[src/hw/rtl/gha_ram.sv]
module gha_ram #(
	parameter int WIDTH = 8,
	parameter int DEPTH = 256
) (
	input  logic                     clk,
	input  logic                     we,
	input  logic [$clog2(DEPTH)-1:0] waddr,
	input  logic [WIDTH-1:0]         wdata,
	input  logic                     re,
	input  logic [$clog2(DEPTH)-1:0] raddr,
	output logic [WIDTH-1:0]         rdata
);

	logic [WIDTH-1:0] mem [DEPTH];

	always_ff @(posedge clk) begin
		if (we) begin
			mem[waddr] <= wdata;
		end
		if (re) begin
			rdata <= mem[raddr];
		end
	end

endmodule

[config.mk]
export PLATFORM = sky130hd
export DESIGN_NAME = gha_ram
export DESIGN_NICKNAME = d
export VERILOG_FILES = /design/src/hw/rtl/gha_ram.sv
export SDC_FILE = /design/constraint.sdc
export NUM_CORES = 2
export LEC_CHECK = 0
export ABC_AREA = 1
export ABC_CLOCK_PERIOD_IN_PS = 1550
export BUFFER_PORTS_ARGS = -buffer_cell sky130_fd_sc_hd__buf_2
export CAP_MARGIN = 30
export CORE_UTILIZATION = 40
export CTS_BUF_LIST = sky130_fd_sc_hd__clkbuf_4 sky130_fd_sc_hd__clkbuf_8
export DETAILED_ROUTE_END_ITERATION = 7
export SLEW_MARGIN = 20
export SYNTH_ARGS = -nofsm -noshare
export SYNTH_HDL_FRONTEND = slang
export SYNTH_SLANG_ARGS = --single-unit
[constraint.sdc]
create_clock -name clk -period 1.55 [get_ports clk]
set_input_delay 0.0775 -clock clk [delete_from_list [all_inputs] [get_ports clk]]
set_output_delay 0.0775 -clock clk [all_outputs]
set_load 0.005 [all_outputs]
==> flow_summary.json <==
{
  "worstHoldStart": "wdata[4]",
  "die_area_um2": 211000,
  "clockPowerShare_pct": 39.7,
  "via_per_inst": 5.39,
  "cts_made_buffers": 350,
  "grt_use_total_pct": 23.3,
  "ios": 35,
  "yosysTopAreaCell": "edfxtp_1",
  "maxSlewViolCount": 0,
  "synthAdderAreaFrac_pct": 0,
  "ys_ff_latch": 2056,
  "cp_cell_sequence": "buf_6",
  "pwr_density_cell_nw_per_um2": 1140,
  "grt_setup_unrepaired": "yes",
  "synth_compound_area_share_pct": 0,
  "syn-num-nets": 7030,
  "status": "finished, violations left",
  "fin_crit_sh_pct": 115,
  "clock_skew_ns": 0.0646,
  "fp.dieH_um": 459,
  "htree_levels": 5,
  "drt_iter0_drc": 6430,
  "ir_worst_vdd_mv": 1.01,
  "cp-end-kind": "output pin",
  "max_stage_delay_ns": 0.48,
  "drt.antenna.violating_nets": 0,
  "wl_per_cell_um": 23.0,
  "worstSetupStartpoint": "rdata[1]",
  "highest_layer": "met5",
  "portBuffers": 34,
  "drt-total-wl_um": 247000,
  "drc": 0,
  "clkTransAtPathRegs_ns": 0.07,
  "syn_area_um2": 83500,
  "setup_viol": 24,
  "synth_area_per_cell_um2": 11.9,
  "period_minus_slack_ns": 1.78,
  "synthCells": 7003,
  "worst_slack_ns": -0.233,
  "async_flop_share_pct": 0,
  "antenna_found_initial": 11,
  "cts_tree": "yes",
  "coreArea_um2": 207000,
  "clock-sinks": 2056,
  "final_nets": 7731,
  "crit_family": "flip-flops",
  "synth-simple-area-share_pct": 22.9,
  "power.internal_uw": 89100,
  "hold_violations": 0,
  "reg2reg_slack_ns": -0.23,
  "arrival_ns": 1.71,
  "row_count": 167,
  "power_switching_uw": 27600,
  "synthMuxAreaShare_pct": 0,
  "synth_top_family_by_area": "simple AND/OR/NAND/NOR gates",
  "final_area_um2": 102000,
  "clockBufferDepth": 4,
  "area_growth_pct": 22.3,
  "initial_core_util_pct": 40.3,
  "clk_latency_ns": 1.07,
  "synth_most_common_cell": "nand2_1",
  "critPathRequiredTime_ns": 1.47,
  "worst_setup_path_start_kind": "register",
  "synthDistinctLibCells": 13,
  "ys.flop_type": "edfxtp_1",
  "wl_met2_um": 117000,
  "post-place-cells": 10109,
  "netlist.area_leader.share_pct": 74.0,
  "ys_top_cells_by_count": "2,123 x nand2_1, 2,056 x edfxtp_1, 2,019 x nand3_1",
  "leakage_uw": 0.0369,
  "ys_warn_count": 0,
  "cp_max_fo": 1,
  "finalNonFillerCells": 10734,
  "postCtsSetupBuffers": 0,
  "synth_edf_count": 2056,
  "die_w_um": 459,
  "detailed_place.area_um2": 92800,
  "power_uw": 117000,
  "path_buf_inv": 1,
  "combPwrFrac_pct": 7.8,
  "fmax_mhz": 561,
  "violations": "setup timing",
  "synth-xor-area-share_pct": 0,
  "pre_cts_ws_ns": -1.03,
  "dp_hpwl_um": 153000,
  "max_cap_viol_count": 0,
  "min_path_type": "input port to register",
  "synthTopCellsByArea": "edfxtp_1 74%, nand3_1 12%, nand2_1 9.5%",
  "max_slew_margin_pct": 35.2,
  "seqPwrFrac_pct": 52.6,
  "first_pass_iters": 6,
  "met3WireLength_um": 19800,
  "slowest_stage": "edfxtp_1",
  "cts_root_buffer": "clkbuf_8",
  "timing.hold.ws_ns": 0.0659,
  "grt_pass1_vias": 57421,
  "m1WireLength_um": 99500,
  "grt_max_degree": 87,
  "r2r_start": "mem[71][2]",
  "path_class": "register to output pin",
  "swShare_pct": 23.6,
  "grt_overflow": 0,
  "ys_seq_area_share_pct": 74.0,
  "tightest_slew_ns": 0.968,
  "num_vias": 57880,
  "gp_congestion": 0.928,
  "layout-drive-gt1-share_pct": 21.5,
  "grt_pass1_wl_um": 366000
}
[per-stage QoR]
step	setup TNS (ns)	utilization [%]
detailed placement	-82.48	44.8
global route	-2.93	49.2
CTS	-2.62	48.8
floorplan	-2.78	-
global placement	-76.61	44.8
finish	-1.94	49.2
[flip-flops by register name (all words and copies together), names as in the netlist]
register	flops
rdata	8
mem	2048
[worst register-to-register path, delay by kind of cell (launching register included)]
kind             cells  cell delay, ns
AND/OR/NAND/NOR     10            1.11
flip-flops           1            0.37
[cells in the final DEF (no fill, tap or decap), drive strengths merged]
| master | instances |
|---|---|
| clkbuf | 460 |
| clkinv | 111 |
| inv | 41 |
| nor2 | 283 |
| nand2 | 2123 |
| buf | 797 |
| nand3 | 2019 |
| dlygate4sd3 | 35 |
| clkinvlp | 8 |
| diode | 6 |
| edfxtp | 2056 |
| bufinv | 7 |
[power by group through the flow]
stage          logic [µW]  registers, µW  clock network [µW]
6_report             9050          61400               46300
5_1_grt              9630          61300               49300
4_1_cts              8800          61400               47100
3_5_place_dp         8200          62500                   0
3_3_place_gp         8150          62500                   0
2_1_floorplan        3780          62500                   0
[layout make-up]
class / count / area [µm²]
Antenna cell: 6 / 15.0
Clock buffer: 460 / 5690
Clock inverter: 128 / 757
Fill cell: 18123 / 105000
Inverter: 39 / 180
Multi-Input combinational cell: 4425 / 21500
Sequential cell: 2056 / 61700
Tap cell: 2788 / 3490
Timing Repair Buffer: 832 / 8700
[timing repair]
item / 4_1_cts / 5_1_grt
gates resized for setup: 314 / 163
pin swaps: 100 / 60
hold endpoints to repair: 3387 / 0
setup endpoints to repair: 16 / 77
hold buffers: 35 / 0
[logic make-up (layout without fill, tap and decap cells)]
logic type	after synthesis	after routing
other	0	6
and+or+nand+nor	4425	4425
buffers and inverters	522	1459
DFF	2056	2056
[final timing paths]
path           endpoint  cells past startpoint
max reg2reg    rdata[2]                     10
min          mem[75][4]                      3
max            rdata[1]                      1
min reg2reg    rdata[0]                     10
[metal layers]
layer / GRT usage (%) / up-vias
li1: - / 26325
met1: 30.7 / 28550
met2: 37.5 / 2460
met3: 4.04 / 543
met4: 10.5 / 2
met5: 0 / -
Note: power is estimated with default switching activity, not from simulation.
